### config.mk
export PLATFORM = sky130hd
export DESIGN_NAME = incremental_pid_motor_drive
export DESIGN_NICKNAME = d
export VERILOG_FILES = /design/src/design/ipmd_pkg.sv /design/src/design/incremental_pid_motor_drive.sv
export SDC_FILE = /design/constraint.sdc
export NUM_CORES = 2
export LEC_CHECK = 0
export BUFFER_PORTS_ARGS = -buffer_cell sky130_fd_sc_hd__buf_2
export CORE_AREA = 4 4 383 385
export CTS_CLUSTER_DIAMETER = 200
export DETAILED_ROUTE_END_ITERATION = 6
export DIE_AREA = 0 0 387 389
export GPL_TIMING_DRIVEN = 1
export PLACE_DENSITY_LB_ADDON = 0.2
export SKIP_LAST_GASP = 1
export SLEW_MARGIN = 30
export SYNTH_ARGS = -nofsm -noshare
export SYNTH_HDL_FRONTEND = slang
export SYNTH_SLANG_ARGS = --single-unit
### constraint.sdc
create_clock -name clk -period 20.8 [get_ports clk]
set_input_delay 1.04 -clock clk [delete_from_list [all_inputs] [get_ports clk]]
set_output_delay 1.04 -clock clk [all_outputs]
set_load 0.05 [all_outputs]
### src/design/ipmd_pkg.sv
`timescale 1ns / 1ps
`default_nettype none
// ----------------------------------------------------------------------------
// ipmd_pkg
// shared widths, register indexes and constants of the incremental pid drive
// ----------------------------------------------------------------------------
package ipmd_pkg;

  typedef logic signed [12:0] err_t;
  typedef logic signed [13:0] drive_t;
  typedef logic        [9:0]  gain_t;
  typedef logic        [15:0] speed_t;

  typedef enum logic [1:0] {
    CFG_PROP_GAIN  = 2'd0,
    CFG_INTEG_GAIN = 2'd1,
    CFG_DERIV_GAIN = 2'd2
  } cfg_reg_e;

  localparam gain_t  PROP_GAIN_RESET  = 10'd180;
  localparam gain_t  INTEG_GAIN_RESET = 10'd15;
  localparam gain_t  DERIV_GAIN_RESET = 10'd10;

  localparam drive_t DRIVE_MAX = 14'sd5000;
  localparam drive_t DRIVE_MIN = -14'sd3500;
  localparam speed_t SPEED_THRESHOLD = 16'd60;

  // reciprocal of 5: (x * 52429) >> 18, exact for the 13 bit error magnitude
  localparam logic [15:0] RECIP5       = 16'd52429;
  localparam int          RECIP5_SHIFT = 18;
  // reciprocal of 10: (x * 13421773) >> 27, exact for a 23 bit operand
  localparam logic [23:0] RECIP10       = 24'd13421773;
  localparam int          RECIP10_SHIFT = 27;

endpackage : ipmd_pkg
`default_nettype wire

### src/design/incremental_pid_motor_drive.sv
`timescale 1ns / 1ps
`default_nettype none
// an accepted item passes the stage one to four registers, then the result register
// throughput: one item per cycle, sustained; each stage holds while the next is full
// the rate is set by the accumulator add and clamp, which closes in stage four each cycle
// reset (synchronous, active high): gains return to 180 / 15 / 10, accumulator and
// error history clear to zero, the pipeline empties
// ----------------------------------------------------------------------------
// incremental_pid_motor_drive
// incremental pid speed loop with speed dependent proportional gain, clamped
// drive accumulator and forward / reverse duty split
// ----------------------------------------------------------------------------
module incremental_pid_motor_drive
  import ipmd_pkg::*;
(
  input  wire logic               clk,
  input  wire logic               rst,
  // configuration write port
  input  wire logic               cfg_write,
  input  wire logic [1:0]         cfg_index,
  input  wire logic [9:0]         cfg_data,
  // item channel
  input  wire logic               item_valid,
  output      logic               item_stall,
  input  wire logic signed [12:0] speed_error,
  input  wire logic [15:0]        measured_speed,
  // result channel
  output      logic               result_valid,
  input  wire logic               result_stall,
  output      logic signed [13:0] drive_value,
  output      logic [12:0]        forward_duty,
  output      logic [11:0]        reverse_duty
);

  // --------------------------------------------------------------------------
  // configuration registers
  // --------------------------------------------------------------------------
  gain_t prop_gain;
  gain_t integ_gain_tenths;
  gain_t deriv_gain;

  always_ff @(posedge clk) begin
    if (rst) begin
      prop_gain         <= PROP_GAIN_RESET;
      integ_gain_tenths <= INTEG_GAIN_RESET;
      deriv_gain        <= DERIV_GAIN_RESET;
    end else if (cfg_write) begin
      case (cfg_index)
        CFG_PROP_GAIN:  prop_gain         <= cfg_data;
        CFG_INTEG_GAIN: integ_gain_tenths <= cfg_data;
        CFG_DERIV_GAIN: deriv_gain        <= cfg_data;
        default: ; // index beyond the register list, write dropped
      endcase
    end
  end

  // --------------------------------------------------------------------------
  // pipeline flow control
  // each stage loads when it is empty or its contents move on
  // --------------------------------------------------------------------------
  logic v1, v2, v3, v4;
  logic en1, en2, en3, en4, adv_out;
  logic accept;

  assign adv_out    = !result_valid || !result_stall;
  assign en4        = !v4 || adv_out;
  assign en3        = !v3 || en4;
  assign en2        = !v2 || en3;
  assign en1        = !v1 || en2;
  assign item_stall = !en1;
  assign accept     = item_valid && en1;

  always_ff @(posedge clk) begin
    if (rst) begin
      v1           <= 1'b0;
      v2           <= 1'b0;
      v3           <= 1'b0;
      v4           <= 1'b0;
      result_valid <= 1'b0;
    end else begin
      if (en1)     v1           <= accept;
      if (en2)     v2           <= v1;
      if (en3)     v3           <= v2;
      if (en4)     v4           <= v3;
      if (adv_out) result_valid <= v4;
    end
  end

  // --------------------------------------------------------------------------
  // error history, shifted at each accepted item
  // --------------------------------------------------------------------------
  err_t prev_error;
  err_t prev_prev_error;

  always_ff @(posedge clk) begin
    if (rst) begin
      prev_error      <= '0;
      prev_prev_error <= '0;
    end else if (accept) begin
      prev_error      <= speed_error;
      prev_prev_error <= prev_error;
    end
  end

  // --------------------------------------------------------------------------
  // stage 1: item register, then gain and error differences
  // --------------------------------------------------------------------------
  err_t   s1_e;
  err_t   s1_e1;
  err_t   s1_e2;
  speed_t s1_spd;

  always_ff @(posedge clk) begin
    if (en1) begin
      s1_e   <= speed_error;
      s1_e1  <= prev_error;
      s1_e2  <= prev_prev_error;
      s1_spd <= measured_speed;
    end
  end

  logic [12:0]        s1_abs_e;
  logic [28:0]        s1_div5_prod;
  logic [9:0]         s1_abs_div5;
  logic [10:0]        s1_kp_next;
  logic signed [13:0] s1_d1_next;
  logic signed [14:0] s1_d2_next;

  always_comb begin
    // magnitude of the error; the most negative code maps to 4096
    s1_abs_e     = s1_e[12] ? 13'(~s1_e + 13'sd1) : 13'(s1_e);
    s1_div5_prod = s1_abs_e * RECIP5;
    s1_abs_div5  = s1_div5_prod[RECIP5_SHIFT +: 10];
    // extra proportional term only above the speed threshold
    s1_kp_next   = {1'b0, prop_gain} + ((s1_spd > SPEED_THRESHOLD) ? {1'b0, s1_abs_div5}
                                                                   : 11'd0);
    // first difference e - e1
    s1_d1_next   = {s1_e[12], s1_e} - {s1_e1[12], s1_e1};
    // second difference e + e2 - 2*e1
    s1_d2_next   = {{2{s1_e[12]}}, s1_e} + {{2{s1_e2[12]}}, s1_e2}
                 - {s1_e1[12], s1_e1, 1'b0};
  end

  // --------------------------------------------------------------------------
  // stage 2: gain products
  // tenths sum is 10*A + B with A = kp*d1 + kd*d2 and B = ki_tenths*e
  // --------------------------------------------------------------------------
  logic [10:0]        s2_kp;
  logic signed [13:0] s2_d1;
  logic signed [14:0] s2_d2;
  logic [12:0]        s2_abs_e;
  logic               s2_neg_e;

  always_ff @(posedge clk) begin
    if (en2) begin
      s2_kp    <= s1_kp_next;
      s2_d1    <= s1_d1_next;
      s2_d2    <= s1_d2_next;
      s2_abs_e <= s1_abs_e;
      s2_neg_e <= s1_e[12];
    end
  end

  logic signed [11:0] s2_kp_s;
  logic signed [10:0] s2_kd_s;
  logic signed [25:0] s2_prop_term;
  logic signed [25:0] s2_deriv_term;
  logic signed [25:0] s2_a_next;
  logic [22:0]        s2_babs_next;

  always_comb begin
    s2_kp_s       = $signed({1'b0, s2_kp});
    s2_kd_s       = $signed({1'b0, deriv_gain});
    s2_prop_term  = s2_kp_s * s2_d1;
    s2_deriv_term = s2_kd_s * s2_d2;
    s2_a_next     = s2_prop_term + s2_deriv_term;
    // integral product kept as magnitude, sign follows the error
    s2_babs_next  = integ_gain_tenths * s2_abs_e;
  end

  // --------------------------------------------------------------------------
  // stage 3: integral part divided by ten, folded into A
  // --------------------------------------------------------------------------
  logic signed [25:0] s3_a;
  logic [22:0]        s3_babs;
  logic               s3_neg_e;

  always_ff @(posedge clk) begin
    if (en3) begin
      s3_a     <= s2_a_next;
      s3_babs  <= s2_babs_next;
      s3_neg_e <= s2_neg_e;
    end
  end

  logic [46:0]        s3_div10_prod;
  logic [19:0]        s3_qabs;
  logic [22:0]        s3_q_times10;
  logic signed [20:0] s3_qb;
  logic               s3_rem_nz;
  logic signed [26:0] s3_k_next;

  always_comb begin
    s3_div10_prod = s3_babs * RECIP10;
    s3_qabs       = s3_div10_prod[RECIP10_SHIFT +: 20];
    s3_q_times10  = {s3_qabs, 3'b000} + {2'b00, s3_qabs, 1'b0};
    s3_rem_nz     = (s3_q_times10 != s3_babs);
    s3_qb         = s3_neg_e ? -$signed({1'b0, s3_qabs}) : $signed({1'b0, s3_qabs});
    s3_k_next     = {s3_a[25], s3_a} + {{6{s3_qb[20]}}, s3_qb};
  end

  // --------------------------------------------------------------------------
  // stage 4: truncation fix-up, accumulate and clamp
  // a remainder of opposite sign to the sum moves the sum one step toward zero
  // --------------------------------------------------------------------------
  logic signed [26:0] s4_k;
  logic               s4_rem_neg;
  logic               s4_rem_pos;

  always_ff @(posedge clk) begin
    if (en4) begin
      s4_k       <= s3_k_next;
      s4_rem_neg <= s3_rem_nz && s3_neg_e;
      s4_rem_pos <= s3_rem_nz && !s3_neg_e;
    end
  end

  drive_t             drive_acc;
  logic               s4_k_pos;
  logic signed [26:0] s4_inc;
  logic signed [27:0] s4_sum;
  drive_t             drive_acc_next;
  drive_t             s4_neg_drive;

  always_comb begin
    s4_k_pos = !s4_k[26] && (s4_k != 27'sd0);
    if (s4_rem_neg && s4_k_pos) begin
      s4_inc = s4_k - 27'sd1;
    end else if (s4_rem_pos && s4_k[26]) begin
      s4_inc = s4_k + 27'sd1;
    end else begin
      s4_inc = s4_k;
    end
    s4_sum = {{14{drive_acc[13]}}, drive_acc} + {s4_inc[26], s4_inc};
    if (s4_sum > DRIVE_MAX) begin
      drive_acc_next = DRIVE_MAX;
    end else if (s4_sum <= DRIVE_MIN) begin
      drive_acc_next = DRIVE_MIN;
    end else begin
      drive_acc_next = s4_sum[13:0];
    end
    s4_neg_drive = -drive_acc_next;
  end

  // accumulator doubles as the drive value of the result register
  always_ff @(posedge clk) begin
    if (rst) begin
      drive_acc <= '0;
    end else if (v4 && adv_out) begin
      drive_acc <= drive_acc_next;
    end
  end

  always_ff @(posedge clk) begin
    if (v4 && adv_out) begin
      forward_duty <= drive_acc_next[13] ? 13'd0 : drive_acc_next[12:0];
      reverse_duty <= drive_acc_next[13] ? s4_neg_drive[11:0] : 12'd0;
    end
  end

  assign drive_value = drive_acc;

endmodule : incremental_pid_motor_drive
`default_nettype wire

==> impl_metrics.sql <==
INSERT INTO impl_metrics (metric_group, metric, value, unit) VALUES
('place', 'dp_hpwl', '91.47', 'mm'),
('sta', 'final.setup.tns', '0', 'ns'),
('layout', 'stdcell_area', '46470', 'um2'),
('global_routing', 'antenna_violations_before_repair', '1', ''),
('critical_path', 'critPathArrivalTime', '10.56', 'ns'),
('logic_synthesis', 'asyncSetResetFlopFracSynth', '0', ''),
('logic_synthesis', 'syn-mean-instance-area', '9.615', 'um2'),
('cts', 'clkSlewWorstSetupHoldPaths', '0.08', 'ns'),
('floorplan', 'die-height', '389', 'um'),
('logic_synthesis', 'synth-seq-cells', '288', ''),
('sta', 'finalMaxSlewViolations', '0', ''),
('floorplan', 'fp.dieArea', '150500', 'um2'),
('global_routing', 'gr-usage-all-layers', '0.1434', ''),
('global_routing', 'largest_net_degree_at_the_start_of_global_routing', '73', ''),
('drt', 'drt_pass1_iterations', '5', ''),
('global_routing', 'vias_in_the_first_global_route', '30940', ''),
('cts', 'clock_latency', '0.59', 'ns'),
('critical_path', 'cp_slowest_stage_delay', '0.63', 'ns'),
('cts', 'cts_post_setup_buffers_inserted', '0', ''),
('critical_path', 'path_max_fanout', '8', ''),
('logic_synthesis', 'synth_cell_types', '88', ''),
('job', 'max-cap-violations', '0', ''),
('critical_path', 'required', '21.15', 'ns'),
('cts', 'cts-hold-fix-buffers', '0', ''),
('global_routing', 'grt_first_pass_wirelength', '174.2', 'mm'),
('critical_path', 'critPathKind', 'reg -> reg', ''),
('sta', 'final_setup_violations', '0', ''),
('sta', 'timing.final.crit_share', '0.4910', ''),
('layout', 'final_core_utilization', '0.3247', ''),
('logic_synthesis', 'synth-main-ff-cell', 'sky130_fd_sc_hd__edfxtp_1', ''),
('cts', 'max-clock-path-buffers', '3', ''),
('place', 'globalplace.congestion', '0.8844', ''),
('drt', 'detail_route.drc_violations', '0', ''),
('cts', 'post_cts_resized', '0', ''),
('logic_synthesis', 'synth_nets', '5657', ''),
('cts', 'root_buffer', 'sky130_fd_sc_hd__clkbuf_16', ''),
('critical_path', 'reg2reg_setup_slack', '10.59', 'ns'),
('status', 'run_status', 'complete, no violations', ''),
('drt', 'vias_per_cell', '4.587', ''),
('critical_path', 'critical-path-top-cell-by-count', 'sky130_fd_sc_hd__fa_1', ''),
('drt', 'antenna_violating_nets_post_route', '0', ''),
('drt', 'routed_wirelength', '107.2', 'mm'),
('logic_synthesis', 'synth-edff-count', '213', ''),
('logic_synthesis', 'synth_sequential_area_ratio', '0.1852', ''),
('sta', 'grt_setup_unrepaired', 'no', ''),
('floorplan', 'floorplan.io_pins', '87', ''),
('logic_synthesis', 'synth_top_area_share', '0.2878', ''),
('logic_synthesis', 'synth.area.top_cells', 'sky130_fd_sc_hd__fa_1 29%, sky130_fd_sc_hd__ha_1 17%, sky130_fd_sc_hd__edfxtp_1 15%', ''),
('logic_synthesis', 'instance_count_of_the_mapped_netlist', '4435', ''),
('cts', 'cts.sinks', '288', ''),
('floorplan', 'die_width', '387', 'um'),
('floorplan', 'row_count', '139', ''),
('sta', 'fmaxAchievable', '97.91', 'MHz'),
('floorplan', 'core_area', '143100', 'um2'),
('sta', 'finalCriticalPeriod', '10.21', 'ns'),
('critical_path', 'setup_crit_end_kind', 'flop', ''),
('sta', 'max_slew_margin', '0.3376', ''),
('sta', 'final_hold_viol_count', '0', ''),
('cts', 'tritoncts', 'built', ''),
('critical_path', 'startpoint_type', 'flop', ''),
('drt', 'drt-wirelength-per-cell', '16.74', 'um'),
('sta', 'tightest_slew', '0.9936', 'ns'),
('drt', 'vias', '29370', ''),
('layout', 'syn2layout_area_growth', '8.988', '%'),
('logic_synthesis', 'yosysWarnings', '0', ''),
('sta', 'clock_skew', '0.01948', 'ns'),
('floorplan', 'start_util', '0.2979', ''),
('place', 'placement.io_buffers', '86', ''),
('cts', 'deepest_level_of_the_cts_h_tree', '2', ''),
('layout', 'drive_gt1_frac', '0.04688', ''),
('hold_path', 'hp-class', 'reg -> reg', ''),
('global_routing', 'global_route.overflow_total', '0', ''),
('logic_synthesis', 'yosysTopAreaCell', 'sky130_fd_sc_hd__fa_1', ''),
('cts', 'tritoncts.num_buffers', '37', ''),
('place', 'dpl_cell_area', '45240', 'um2'),
('layout', 'diodes', '0', ''),
('layout', 'finalNetCount', '5694', ''),
('logic_synthesis', 'syn_area', '42640', 'um2'),
('critical_path', 'slowest_stage', 'sky130_fd_sc_hd__a311oi_1', ''),
('drt', 'drt_iter0_drc', '1370', '');
==> cells in the mapped netlist, drive strengths merged (57+ instances only) <==
master / count
a21o: 57
a21oi: 192
and2: 225
clkbuf: 93
dfxtp: 75
edfxtp: 213
fa: 613
ha: 563
inv: 853
nand2: 437
nand3: 57
nor2: 196
nor3: 63
o21ai: 101
xnor2: 192
xor2: 64
==> per-layer routing <==
metal / vias up / part of all wire / global-route usage
met5: - / 0 / 0
met4: 0 / 0.013 / 0.02158
met3: 75 / 0.032 / 0.01577
met2: 421 / 0.46 / 0.2357
met1: 14430 / 0.50 / 0.2075
li1: 14450 / - / -
==> cell type report <==
type	instances	area, um2
clock buffer	49	1044
clock inverter	19	183.9
fill	14850	96660
inverter	853	3202
multi-input combinational	3192	31230
sequential	288	7898
timing repair buffer	100	535.5
tap	1903	2381
==> critical path: cells and delay by family, from the launching register on <==
family	cells	cell delay, ns
AND/OR/NAND/NOR	5	1.67
XOR/XNOR	3	0.37
adder cells (fa/ha/maj)	9	4.37
flip-flops	1	0.52
buffers and inverters	2	0.16
AO/OA/AOI/OAI	11	2.89
==> logic make-up after synthesis <==
family          Yosys count  share of synthesized area
fa+ha+maj              1176                     0.4530
simple gates           1164                     0.1323
buf+inv                 955                    0.08421
compound gates          580                    0.08859
flops                   288                     0.1852
xor+xnor                256                    0.05258
mux                      16                   0.004078
==> state kept, by name, summed over array words and instances, names as in the netlist, 14 cells and up <==
signal,flops
s2_d1,14
s3_babs,23
drive_value,14
s2_d2,15
s1_spd,16
s3_a,26
s4_k,27
==> cell usage in the layout, fill, tap and decap left out, types with 12 or more instances in the layout <==
cell type / n
sky130_fd_sc_hd__ha_1: 563
sky130_fd_sc_hd__and3_1: 20
sky130_fd_sc_hd__xor2_1: 64
sky130_fd_sc_hd__buf_4: 14
sky130_fd_sc_hd__o31ai_1: 19
sky130_fd_sc_hd__or3_1: 14
sky130_fd_sc_hd__nand2b_1: 29
sky130_fd_sc_hd__a21o_1: 57
sky130_fd_sc_hd__mux2i_1: 14
sky130_fd_sc_hd__nand4_1: 36
sky130_fd_sc_hd__nor3_1: 63
sky130_fd_sc_hd__and2_1: 224
sky130_fd_sc_hd__nand2_1: 435
sky130_fd_sc_hd__a21boi_0: 12
sky130_fd_sc_hd__dfxtp_1: 75
sky130_fd_sc_hd__clkbuf_16: 39
sky130_fd_sc_hd__fa_1: 613
sky130_fd_sc_hd__edfxtp_1: 213
sky130_fd_sc_hd__or2_2: 15
sky130_fd_sc_hd__nor2b_1: 26
sky130_fd_sc_hd__xnor2_1: 189
sky130_fd_sc_hd__inv_1: 852
sky130_fd_sc_hd__a211oi_1: 18
sky130_fd_sc_hd__o21bai_1: 17
sky130_fd_sc_hd__nor2_1: 196
sky130_fd_sc_hd__o21ai_0: 98
sky130_fd_sc_hd__buf_2: 86
sky130_fd_sc_hd__nand3_1: 56
sky130_fd_sc_hd__o21a_1: 23
sky130_fd_sc_hd__a31oi_1: 27
sky130_fd_sc_hd__a21oi_1: 190
==> stage by stage <==
stage / worst slack (ns) / std cells / hold WS [ns]
2_1_floorplan: 11.73 / 4435 / 0.4003
3_3_place_gp: 10.49 / 6336 / 0.4139
3_5_place_dp: 10.35 / 6336 / 0.4154
4_1_cts: 10.29 / 6404 / 0.4235
5_1_grt: 9.893 / 6404 / 0.4308
6_report: 10.59 / 6404 / 0.4235
==> final timing paths <==
path                            from  endpoint  cells past startpoint
setup reg to reg         s3_babs[17]  s4_k[25]                     30
hold reg to reg   prev_prev_error[7]  s1_e2[7]                      0
setup / recovery         s3_babs[17]  s4_k[25]                     30
hold / removal    prev_prev_error[7]  s1_e2[7]                      0
Power is left out: the tool's default activity adds up to more than one toggle a clock period on the data nets, which glitch-free logic cannot reach.
